$ cat config.mk
export PLATFORM = sky130hd
export DESIGN_NAME = base85_stream_encoder
export DESIGN_NICKNAME = d
export VERILOG_FILES = /design/src/b85enc_pkg.sv /design/src/b85enc_front.sv /design/src/b85enc_fifo.sv /design/src/b85enc_back.sv /design/src/base85_stream_encoder.sv
export SDC_FILE = /design/constraint.sdc
export NUM_CORES = 1
export LEC_CHECK = 0
export BUFFER_PORTS_ARGS = -buffer_cell sky130_fd_sc_hd__buf_2
export CAP_MARGIN = 10
export CORE_MARGIN = 4
export CORE_UTILIZATION = 30
export DETAILED_ROUTE_END_ITERATION = 16
export PLACE_DENSITY = 0.55
export SYNTH_ARGS = -nofsm -noshare
export SYNTH_HDL_FRONTEND = slang
export SYNTH_SLANG_ARGS = --single-unit
export TNS_END_PERCENT = 100
$ cat constraint.sdc
create_clock -name clock -period 11.6 [get_ports clock]
set_clock_uncertainty 0.05 [all_clocks]
set_input_delay 1.16 -clock clock [delete_from_list [all_inputs] [get_ports clock]]
set_output_delay 1.16 -clock clock [all_outputs]
set_load 0.005 [all_outputs]
$ cat src/b85enc_pkg.sv
`timescale 1ns / 1ps

package b85enc_pkg;

   localparam int GROUP_W   = 32;
   localparam int CHAR_W    = 7;
   localparam int DIGITS    = 5;
   localparam int RADIX     = 85;
   localparam int CHAR_BASE = 33;

   // Reciprocal of 85 scaled by 2^38. The rounding error is 21, and
   // 21 * 2^32 < 2^38, so the quotient is exact for any 32-bit value.
   localparam logic [GROUP_W-1:0] RECIP = 32'd3233857729;
   localparam int RECIP_SHIFT = 38;

   typedef logic [CHAR_W-1:0] digit_type;

   // One 32-bit group queued for conversion
   typedef struct packed {
      logic [GROUP_W-1:0] group;
      logic [2:0]         nchars;
      logic               last;
   } group_type;

   function automatic logic [GROUP_W-1:0] div85(input logic [GROUP_W-1:0] v);
      logic [2*GROUP_W-1:0] prod;
      prod = {{GROUP_W{1'b0}}, v} * {{GROUP_W{1'b0}}, RECIP};
      return GROUP_W'(prod >> RECIP_SHIFT);
   endfunction

endpackage

$ cat src/b85enc_front.sv
`timescale 1ns / 1ps

module b85enc_front (
   input  logic                  clock,
   input  logic                  reset,
   input  logic                  req_tvalid,
   output logic                  req_tready,
   input  logic [7:0]            req_tdata,   // [7:0] data_byte
   input  logic                  req_tlast,   // end_of_data
   output logic                  grp_valid,
   input  logic                  grp_ready,
   output b85enc_pkg::group_type grp
);
   import b85enc_pkg::*;

   logic [23:0]        pending_ff;
   logic [1:0]         count_ff, count_in;
   logic               slot_valid_ff, slot_valid_in;
   group_type          slot_ff;
   logic               accept;
   logic               flush;
   logic [2:0]         total;
   logic [GROUP_W-1:0] padded;

   assign req_tready = !slot_valid_ff || grp_ready;
   assign accept     = req_tvalid && req_tready;
   assign flush      = req_tlast || (count_ff == 2'd3);
   assign total      = {1'b0, count_ff} + 3'd1;

   // Zero-pad a short group on the right
   always_comb begin
      case (count_ff)
         2'd0:    padded = {req_tdata, 24'd0};
         2'd1:    padded = {pending_ff[7:0], req_tdata, 16'd0};
         2'd2:    padded = {pending_ff[15:0], req_tdata, 8'd0};
         default: padded = {pending_ff, req_tdata};
      endcase
   end

   always_comb begin
      count_in      = count_ff;
      slot_valid_in = slot_valid_ff;
      if (slot_valid_ff && grp_ready) begin
         slot_valid_in = 1'b0;
      end
      if (accept) begin
         if (flush) begin
            count_in      = 2'd0;
            slot_valid_in = 1'b1;
         end else begin
            count_in = count_ff + 2'd1;
         end
      end
   end

   always_ff @(posedge clock) begin
      if (reset) begin
         count_ff      <= 2'd0;
         slot_valid_ff <= 1'b0;
      end else begin
         count_ff      <= count_in;
         slot_valid_ff <= slot_valid_in;
      end
   end

   always_ff @(posedge clock) begin
      if (accept && !flush) begin
         pending_ff <= {pending_ff[15:0], req_tdata};
      end
      if (accept && flush) begin
         slot_ff.group  <= padded;
         slot_ff.nchars <= total + 3'd1;
         slot_ff.last   <= req_tlast;
      end
   end

   assign grp_valid = slot_valid_ff;
   assign grp       = slot_ff;

endmodule

$ cat src/b85enc_fifo.sv
`timescale 1ns / 1ps

module b85enc_fifo (
   input  logic                  clock,
   input  logic                  reset,
   input  logic                  push_valid,
   output logic                  push_ready,
   input  b85enc_pkg::group_type push_data,
   output logic                  pop_valid,
   input  logic                  pop_ready,
   output b85enc_pkg::group_type pop_data
);
   import b85enc_pkg::*;

   group_type  ent_ff [2];
   logic       wr_ptr_ff, wr_ptr_in;
   logic       rd_ptr_ff, rd_ptr_in;
   logic [1:0] count_ff, count_in;
   logic       push;
   logic       pop;

   assign push_ready = (count_ff != 2'd2);
   assign pop_valid  = (count_ff != 2'd0);
   assign pop_data   = ent_ff[rd_ptr_ff];
   assign push       = push_valid && push_ready;
   assign pop        = pop_valid && pop_ready;

   always_comb begin
      wr_ptr_in = push ? !wr_ptr_ff : wr_ptr_ff;
      rd_ptr_in = pop ? !rd_ptr_ff : rd_ptr_ff;
      count_in  = count_ff;
      if (push && !pop) begin
         count_in = count_ff + 2'd1;
      end else if (pop && !push) begin
         count_in = count_ff - 2'd1;
      end
   end

   always_ff @(posedge clock) begin
      if (reset) begin
         wr_ptr_ff <= 1'b0;
         rd_ptr_ff <= 1'b0;
         count_ff  <= 2'd0;
      end else begin
         wr_ptr_ff <= wr_ptr_in;
         rd_ptr_ff <= rd_ptr_in;
         count_ff  <= count_in;
      end
   end

   always_ff @(posedge clock) begin
      if (push) begin
         ent_ff[wr_ptr_ff] <= push_data;
      end
   end

endmodule

$ cat src/b85enc_back.sv
`timescale 1ns / 1ps

module b85enc_back (
   input  logic                  clock,
   input  logic                  reset,
   input  logic                  pop_valid,
   output logic                  pop_ready,
   input  b85enc_pkg::group_type pop_group,
   output logic                  rsp_tvalid,
   input  logic                  rsp_tready,
   output logic [7:0]            rsp_tdata,   // [6:0] char_code, [7] zero fill
   output logic                  rsp_tlast    // last_char
);
   import b85enc_pkg::*;

   // Divider: quo_ff steps through v, v/85, v/85^2 ... and prv_ff trails it
   logic               cv_busy_ff, cv_busy_in;
   logic               cv_done_ff, cv_done_in;
   logic [2:0]         step_ff, step_in;
   logic [GROUP_W-1:0] quo_ff, quo_in;
   logic [GROUP_W-1:0] prv_ff, prv_in;
   digit_type          dig_ff [DIGITS];
   logic [2:0]         cv_n_ff;
   logic               cv_last_ff;
   logic [GROUP_W-1:0] prod85;
   logic [GROUP_W-1:0] diff;
   logic [2:0]         wr_idx;

   // Emitter: walks the finished digits, most significant first
   logic               em_valid_ff, em_valid_in;
   digit_type          em_dig_ff [DIGITS];
   logic [2:0]         em_idx_ff, em_idx_in;
   logic [2:0]         em_n_ff;
   logic               em_last_ff;

   logic               out_valid_ff, out_valid_in;
   logic [CHAR_W-1:0]  out_char_ff;
   logic               out_last_ff;

   logic               out_free;
   logic               em_fire;
   logic               em_final;
   logic               em_free;
   logic               handoff;
   logic               start;

   assign out_free  = !out_valid_ff || rsp_tready;
   assign em_fire   = em_valid_ff && out_free;
   assign em_final  = (em_idx_ff == em_n_ff - 3'd1);
   assign em_free   = !em_valid_ff || (em_fire && em_final);
   assign handoff   = cv_done_ff && em_free;
   assign pop_ready = !cv_busy_ff && (!cv_done_ff || handoff);
   assign start     = pop_valid && pop_ready;

   assign prod85 = quo_ff * GROUP_W'(RADIX);
   assign diff   = prv_ff - prod85;
   assign wr_idx = 3'(DIGITS) - step_ff;

   always_comb begin
      cv_busy_in = cv_busy_ff;
      cv_done_in = cv_done_ff;
      step_in    = step_ff;
      quo_in     = quo_ff;
      prv_in     = prv_ff;
      if (cv_busy_ff) begin
         quo_in  = div85(quo_ff);
         prv_in  = quo_ff;
         step_in = step_ff + 3'd1;
         if (step_ff == 3'(DIGITS - 1)) begin
            cv_busy_in = 1'b0;
            cv_done_in = 1'b1;
         end
      end else if (handoff) begin
         cv_done_in = 1'b0;
      end
      if (start) begin
         cv_busy_in = 1'b1;
         quo_in     = pop_group.group;
         step_in    = 3'd0;
      end
   end

   always_comb begin
      em_valid_in = em_valid_ff;
      em_idx_in   = em_idx_ff;
      if (em_fire) begin
         em_idx_in = em_idx_ff + 3'd1;
         if (em_final) begin
            em_valid_in = 1'b0;
         end
      end
      if (handoff) begin
         em_valid_in = 1'b1;
         em_idx_in   = 3'd0;
      end
   end

   always_comb begin
      out_valid_in = out_valid_ff;
      if (out_valid_ff && rsp_tready) begin
         out_valid_in = 1'b0;
      end
      if (em_fire) begin
         out_valid_in = 1'b1;
      end
   end

   always_ff @(posedge clock) begin
      if (reset) begin
         cv_busy_ff   <= 1'b0;
         cv_done_ff   <= 1'b0;
         step_ff      <= 3'd0;
         em_valid_ff  <= 1'b0;
         em_idx_ff    <= 3'd0;
         out_valid_ff <= 1'b0;
      end else begin
         cv_busy_ff   <= cv_busy_in;
         cv_done_ff   <= cv_done_in;
         step_ff      <= step_in;
         em_valid_ff  <= em_valid_in;
         em_idx_ff    <= em_idx_in;
         out_valid_ff <= out_valid_in;
      end
   end

   always_ff @(posedge clock) begin
      quo_ff <= quo_in;
      prv_ff <= prv_in;
      if (start) begin
         cv_n_ff    <= pop_group.nchars;
         cv_last_ff <= pop_group.last;
      end
      if (cv_busy_ff && step_ff != 3'd0) begin
         dig_ff[wr_idx] <= diff[CHAR_W-1:0];
      end
      if (cv_busy_ff && step_ff == 3'(DIGITS - 1)) begin
         dig_ff[0] <= quo_ff[CHAR_W-1:0];
      end
      if (handoff) begin
         em_dig_ff  <= dig_ff;
         em_n_ff    <= cv_n_ff;
         em_last_ff <= cv_last_ff;
      end
      if (em_fire) begin
         out_char_ff <= em_dig_ff[em_idx_ff] + CHAR_W'(CHAR_BASE);
         out_last_ff <= em_last_ff && em_final;
      end
   end

   assign rsp_tvalid = out_valid_ff;
   assign rsp_tdata  = {1'b0, out_char_ff};
   assign rsp_tlast  = out_last_ff;

endmodule

$ cat src/base85_stream_encoder.sv
// Base-85 stream encoder. Send raw bytes on the req_ channel, one per transfer, with
// req_tlast on the final byte of a stream; read ASCII characters '!' .. 'u' on the rsp_
// channel, five per full 4-byte big-endian group, most significant digit first, and n+1
// for a final short group of n bytes (zero-padded). rsp_tlast marks the last character
// of the stream; there is no 'z' shortcut and no delimiters, and a new stream may follow
// at once. The front gathers bytes and takes one per cycle while its two-entry group
// queue has room; the back converts a group in five divide steps through a single
// multiply-by-reciprocal divide-by-85 unit (one division a cycle) and then sends one
// character a cycle, unless rsp_tready holds it, while the next group converts.
// Sustained throughput is set by that divider, which takes the next group as it hands the
// digits to the character stage. A closed group goes through the front's slot, the
// queue, the divider, the emitter and the output register before rsp_tvalid rises.
`timescale 1ns / 1ps

module base85_stream_encoder (
   input  logic       clock,
   input  logic       reset,
   input  logic       req_tvalid,
   output logic       req_tready,
   input  logic [7:0] req_tdata,    // [7:0] data_byte
   input  logic       req_tlast,    // end_of_data
   output logic       rsp_tvalid,
   input  logic       rsp_tready,
   output logic [7:0] rsp_tdata,    // [6:0] char_code, [7] zero fill
   output logic       rsp_tlast     // last_char
);
   import b85enc_pkg::*;

   // Front to queue: one padded group per transfer
   logic      grp_valid;
   logic      grp_ready;
   group_type grp;

   // Queue to back
   logic      pop_valid;
   logic      pop_ready;
   group_type pop_group;

   // Gather bytes; close a group on the fourth byte or on the end mark
   b85enc_front u_front (
      .clock      (clock),
      .reset      (reset),
      .req_tvalid (req_tvalid),
      .req_tready (req_tready),
      .req_tdata  (req_tdata),
      .req_tlast  (req_tlast),
      .grp_valid  (grp_valid),
      .grp_ready  (grp_ready),
      .grp        (grp)
   );

   // Hold up to two groups so the front keeps taking bytes while the back works
   b85enc_fifo u_fifo (
      .clock      (clock),
      .reset      (reset),
      .push_valid (grp_valid),
      .push_ready (grp_ready),
      .push_data  (grp),
      .pop_valid  (pop_valid),
      .pop_ready  (pop_ready),
      .pop_data   (pop_group)
   );

   // Split each group into base-85 digits and stream them out as characters
   b85enc_back u_back (
      .clock      (clock),
      .reset      (reset),
      .pop_valid  (pop_valid),
      .pop_ready  (pop_ready),
      .pop_group  (pop_group),
      .rsp_tvalid (rsp_tvalid),
      .rsp_tready (rsp_tready),
      .rsp_tdata  (rsp_tdata),
      .rsp_tlast  (rsp_tlast)
   );

`ifndef SYNTH
   // Every character must be a valid base-85 digit code
   a_char_range: assert property (@(posedge clock) disable iff (reset)
      rsp_tvalid |-> (rsp_tdata[6:0] >= 7'd33) && (rsp_tdata[6:0] <= 7'd117))
      else $error("character code out of base-85 range");

   // A queued group yields between two and five characters
   a_group_len: assert property (@(posedge clock) disable iff (reset)
      grp_valid |-> (grp.nchars >= 3'd2) && (grp.nchars <= 3'd5))
      else $error("group character count out of range");

   // The byte carrying the end mark must flush its group right away
   a_end_flush: assert property (@(posedge clock) disable iff (reset)
      (req_tvalid && req_tready && req_tlast) |=> (grp_valid && grp.last))
      else $error("end of stream did not flush the open group");
`endif

endmodule
==> reports/results.ini, run 1 <==
[layout]
syn2layout_area_growth_pct=10.3
layout-drive-gt1-share_pct=5.84
antenna_cells=0
final_cells=2840
final_common_cell=inv_1
stdcell_area_mm2=0.0237
final_nets=2397
final_cell_mix=inv_1 (368), ha_1 (339), edfxtp_1 (257)

[clocking]
clock-sinks=275
numCtsBuffers=31
cts_root_buffer=clkbuf_16
cts-hold-fix-buffers=0
clk_pin_slew_ns=0.06
clkLatencyLatePin_ns=0.57
clock_path_buffers=3
cts_resized=0
cts_tree=built
post_cts_buffers=0
htreeDepth=1

[setup_path]
cp.arrival_ns=8.21
slowest_stage=o311ai_1
r2r_end=u_back.quo_ff[22]
path_class=reg2reg
startpoint_type=flop
worstPathMaxFanout=6
critical-path-top-delay-family=adder cells
cp.required_ns=11.86
r2r_cells=21
cp.buffers_inverters=4
max_stage_delay_ns=0.59
end_kind=flop
r2r_start=u_back.quo_ff[5]
cpMostUsedCell=fa_1
rrSetupSlack_ns=3.65
cp.depth=21
path_cells=ha_1, ha_1, inv_1, fa_1, inv_1, fa_1, inv_1, fa_1, fa_1, fa_1, inv_1, ha_1, ha_1, a21oi_1, o211ai_1, a22oi_1, o221ai_1, o311ai_1, a21boi_1, or3_1, a31o_1

[routing]
drt-total-wl_um=51900
vias=13253
drt_iter0_drc=733
via_per_inst=4.67
wl_per_cell_um=18.3
drc=0
drtPass1Iterations=5
final_antenna_net_count=0

[logic_synthesis]
synth_area_leader_cell=edfxtp_1
avgSynthCellArea_um2=11.6
synth_area_mm2=0.0215
synthTopCellsByArea=edfxtp_1 (36%), ha_1 (20%), fa_1 (16%), inv_1 (6.4%), dfxtp_1 (1.7%)
yosysWarningCount=0
ys.flop_type=edfxtp_1
synth_nets=2374
syn_inst=1852
synth-async-reset-ratio_pct=0
ys_seq_area_share_pct=37.6
synth_edf_count=257
synth_cell_types=75
synth_top_cell_area_share_pct=35.9
ys_ff_latch=275

[worst_hold_path]
hold-path-endpoint=u_back.em_dig_ff[23]
whs_path_depth=0
hold_path.startpoint=u_back.dig_ff[23]
hp-class=reg2reg

[timing]
rsz0062_at_grt=no
whs_ns=0.362
worstMarginPinSlew_ns=1.17
finalCritPeriodShare_pct=68.5
slew_headroom_pct=21.3
fin_crit_ns=7.95
setup_viol=0
hold_viol=0
totalNegativeSetupSlack_ns=0
fmax_mhz=126
slew_violations=0

[global_route]
use_met1_pct=19.9
grt_pass1_wl_um=81000
grt_max_degree=50
use_met3_pct=2.47
grt_overflow_total=0
track_usage_pct=13.9
antenna_found_initial=0
grt.busiest_layer=met2
globalRouteMet2Util_pct=21.8
grt_pass1_vias=13753

[place]
dp.cells=2782
port_buffers=22
place.gp.congestion=0.950
dp.final_hpwl_um=43400
post_dp_cell_area_mm2=0.0227

[run]
max_cap_violations=0

[floorplan]
die_w_um=276
die_y_um=276
io_pins=24
core_mm2=0.0705
rows=97
dieArea_mm2=0.0760
initial_core_util_pct=30.5

[outcome]
outcome=finished clean

synthesized netlist by cell type, drive strengths merged (7+ instances only):
cell	n
a211oi	17
a21o	22
a21oi	70
a222oi	8
a22o	7
a22oi	10
a31oi	10
and2	15
and3	13
buf	12
clkbuf	29
dfxtp	18
edfxtp	257
fa	170
ha	339
inv	369
mux2	11
mux2i	30
mux4	7
nand2	92
nand2b	14
nand3	21
nand4	17
nor2	61
nor2b	17
nor3	22
nor4	7
o211ai	11
o21ai	61
xnor2	34
xor2	12
metal layers:
layer  part of all wire [%]  up-vias
li1                       -     6442
met2                     45      269
met5                      0        -
met1                     47     6479
met3                    5.3       63
met4                    2.3        0
registers in the layout, indices dropped and copies added (netlist names), 2 cells and up, named ones only:
| signal | count |
|---|---|
| u_front.grp | 36 |
| u_front.pending_ff | 24 |
| u_back.dig_ff | 35 |
| u_back.em_idx_ff | 3 |
| u_back.em_n_ff | 3 |
| u_back.em_dig_ff | 35 |
| u_back.prv_ff | 7 |
| u_back.quo_ff | 32 |
| u_fifo.ent_ff | 72 |
| u_fifo.count_ff | 2 |
| u_back.out_char_ff | 7 |
| u_back.step_ff | 3 |
| u_back.cv_n_ff | 3 |
| u_front.count_ff | 2 |
worst reg2reg max path, stage by stage (launching register included):
cell and delay [ns]:
edfxtp_1 0.54, ha_1 0.38, ha_1 0.34, inv_1 0.07
fa_1 0.50, inv_1 0.05, fa_1 0.52, inv_1 0.07
fa_1 0.54, fa_1 0.54, fa_1 0.56, inv_1 0.05
ha_1 0.28, ha_1 0.37, a21oi_1 0.28, o211ai_1 0.18
a22oi_1 0.43, o221ai_1 0.58, o311ai_1 0.59, a21boi_1 0.22
or3_1 0.34, a31o_1 0.23
how the worst max path moves through the flow:
stage / from / to
after floorplan: u_back.quo_ff[6] / u_back.quo_ff[12]
after global placement: u_back.quo_ff[8] / u_back.quo_ff[13]
after detailed placement: u_back.quo_ff[5] / u_back.quo_ff[22]
after CTS: u_back.quo_ff[5] / u_back.quo_ff[22]
after global routing: u_back.quo_ff[5] / u_back.quo_ff[22]
final: u_back.quo_ff[5] / u_back.quo_ff[22]
cell type report:
type                       count  area (µm²)
timing repair buffer          31         178
sequential                   275        8080
tap                          940        1180
fill                        7035       46800
inverter                     369        1390
multi-input combinational   1167       11900
clock buffer                  39         806
clock inverter                19         185
metrics by stage:
| stage | util [%] | worst slack, ns |
|---|---|---|
| 2_1_floorplan | - | 5.16 |
| 3_3_place_gp | 32.2 | 3.76 |
| 3_5_place_dp | 32.2 | 3.78 |
| 4_1_cts | 33.6 | 3.74 |
| 5_1_grt | 33.6 | 3.39 |
| 6_report | 33.6 | 3.65 |
kinds of logic (layout without fill, tap and decap cells):
group	after synthesis	after routing	synth area share [%]
flops	275	275	37.6
xor+xnor	47	47	1.98
simple gates	299	299	6.85
buf+inv	410	458	7.20
mux	48	48	2.71
other cells	1	1	0.0175
fa+ha+maj	509	509	35.6
compound gates	263	263	8.07
Power of run 1 is not shown: default switching activity piles up to over one toggle a cycle in this logic, so the estimate is an artifact.
==> run 2, diff against run 1 <==
Settings changed: ABC_AREA from default to 1, PLACE_DENSITY 0.55 to 0.56.
Clock period 11.6 ns to 7.2 ns, I/O delays scaled along.
==> reports/results.ini, run 2 <==
[clocking]
numCtsBuffers=31
cts_tree=built
cts-hold-fix-buffers=0
clock_path_buffers=3
cts_resized=0
cts_root_buffer=clkbuf_16
post_cts_buffers=0
clock-sinks=275
htreeDepth=1
clkLatencyLatePin_ns=0.57
clk_pin_slew_ns=0.07

[routing]
drt_iter0_drc=901
vias=15582
wl_per_cell_um=17.6
drtPass1Iterations=7
drt-total-wl_um=59800
drc=0
final_antenna_net_count=0
via_per_inst=4.57

[logic_synthesis]
synth_top_cell_area_share_pct=34.2
synth_edf_count=257
ys_ff_latch=275
ys.flop_type=edfxtp_1
synthTopCellsByCount=inv_1 (538), nand2_1 (464), ha_1 (339), edfxtp_1 (257), fa_1 (170)
synth.most_common_cell=inv_1
synth_nets=2897
synth_area_leader_cell=edfxtp_1
synthTopCellsByArea=edfxtp_1 (34%), ha_1 (19%), fa_1 (15%), inv_1 (9.0%), nand2_1 (7.7%)
synth_cell_types=43
synth-async-reset-ratio_pct=0
syn_inst=2375
yosysWarningCount=0
avgSynthCellArea_um2=9.50
ys_seq_area_share_pct=35.8
synth_area_mm2=0.0226

[layout]
largestRegisters=u_fifo.ent_ff: 72 flops, u_front.grp: 36 flops
antenna_cells=0
fin_util_pct=33.4
final_cell_mix=inv_1 (538), nand2_1 (464), ha_1 (339)
final_common_cell=inv_1
final_nets=2935
layout-drive-gt1-share_pct=4.18
syn2layout_area_growth_pct=10.3
largest_reg_flops=72
fill_cells=7646
largest_register=u_fifo.ent_ff

[timing]
setup_ws_ns=0.464
worstMarginPinSlew_ns=1.10
slew_violations=0
fin_crit_ns=6.74
totalNegativeSetupSlack_ns=0
setup_viol=0
fmax_mhz=148
hold_viol=0
rsz0062_at_grt=no
finalCritPeriodShare_pct=93.6
slew_headroom_pct=26.5

[global_route]
grt_overflow_total=0
track_usage_pct=15.3
grt_max_degree=42
grt_pass1_vias=16082
grt_pass1_wl_um=93100
antenna_found_initial=1

[place]
port_buffers=22
pre_cts_ws_ns=0.520
place.gp.congestion=0.999
dp.final_hpwl_um=51100

[outcome]
outcome=finished clean

[floorplan]
die_w_um=282
io_pins=24
dieArea_mm2=0.0796
core_mm2=0.0744
initial_core_util_pct=30.3
rows=100
die_y_um=282

[setup_path]
crit_start=u_back.quo_ff[7]
path_class=reg2reg
end_kind=flop
cp.required_ns=7.46
cp.arrival_ns=7.00
worstPathMaxFanout=4
startpoint_type=flop
r2r_start=u_back.quo_ff[7]

[worst_hold_path]
hold_path.startpoint=req_tlast
hp-class=in2reg

[run]
max_cap_violations=0

## run 2: cell count changes in the layout (fill, tap and decap cells not counted), sizes merged, moves of 16 or more
cell,change
nand2,+374
inv,+171
nand3,+73
nor2,+68
a21oi,+51
mux2i,-29
o21ai,+29
a21o,-21
xnor2,-18
nor2b,-17
a211oi,-16
## run 2: per-layer routing
metal  track usage (%)  vias to the layer above  part of all wire (%)
li1                  -                     7721                     -
met1              21.3                     7428                    47
met2              25.2                      359                    45
met3              2.01                       74                   5.1
met4              3.99                        0                   2.8
met5                 0                        -                     0
## run 2: through the flow
stage	cells	hold WS, ns	instance area, µm²
global placement	3349	0.350	23900
floorplan	2375	0.350	22600
finish	3407	0.315	24900
CTS	3407	0.287	24900
global route	3407	0.289	24900
detailed placement	3349	0.355	23900
## run 2: cell type report
cell class                 instances  area [µm²]  share of cell area (%)
clock buffer                      49         923                    3.71
tap                              969        1210                    4.87
clock inverter                     9         113                   0.452
inverter                         544        2040                    8.21
multi-input combinational       1527       12300                    49.5
sequential                       275        8080                    32.5
timing repair buffer              34         200                   0.804
## run 2: worst paths after layout
check	endpoint	slack [ns]	depth (start not counted)
setup / recovery	u_back.quo_ff[17]	0.46	24
hold / removal	u_front.grp[0]	0.31	1
setup reg to reg	u_back.quo_ff[17]	0.46	24
hold reg to reg	u_back.em_dig_ff[34]	0.36	0
## run 2: critical path: stages (launching register included)
cell	delay [ns]
edfxtp_1	0.59
ha_1	0.38
ha_1	0.34
inv_1	0.07
fa_1	0.52
inv_1	0.09
fa_1	0.50
inv_1	0.06
fa_1	0.51
fa_1	0.54
fa_1	0.57
inv_1	0.05
ha_1	0.29
ha_1	0.41
nand2_1	0.14
nor2_1	0.16
inv_1	0.09
nor2_1	0.21
inv_1	0.12
o21ai_0	0.36
nand2_1	0.13
nand3_1	0.11
nand2_1	0.06
nand3_1	0.07
nand2_1	0.07
## run 2: cells by family (layout without fill, tap and decap cells)
family | Yosys count | count (layout) | synth area share (%)
and+or+nand+nor | 735 | 735 | 13.3
buffers and inverters | 573 | 636 | 9.70
adders and majority gates | 509 | 509 | 33.9
DFF | 275 | 275 | 35.8
AOI/OAI and AO/OA | 248 | 248 | 6.00
xor gates and xnor gates | 33 | 33 | 1.28
other | 1 | 1 | 0.0166
muxes | 1 | 1 | 0.0444
Power of run 2 is left out for the same reason.
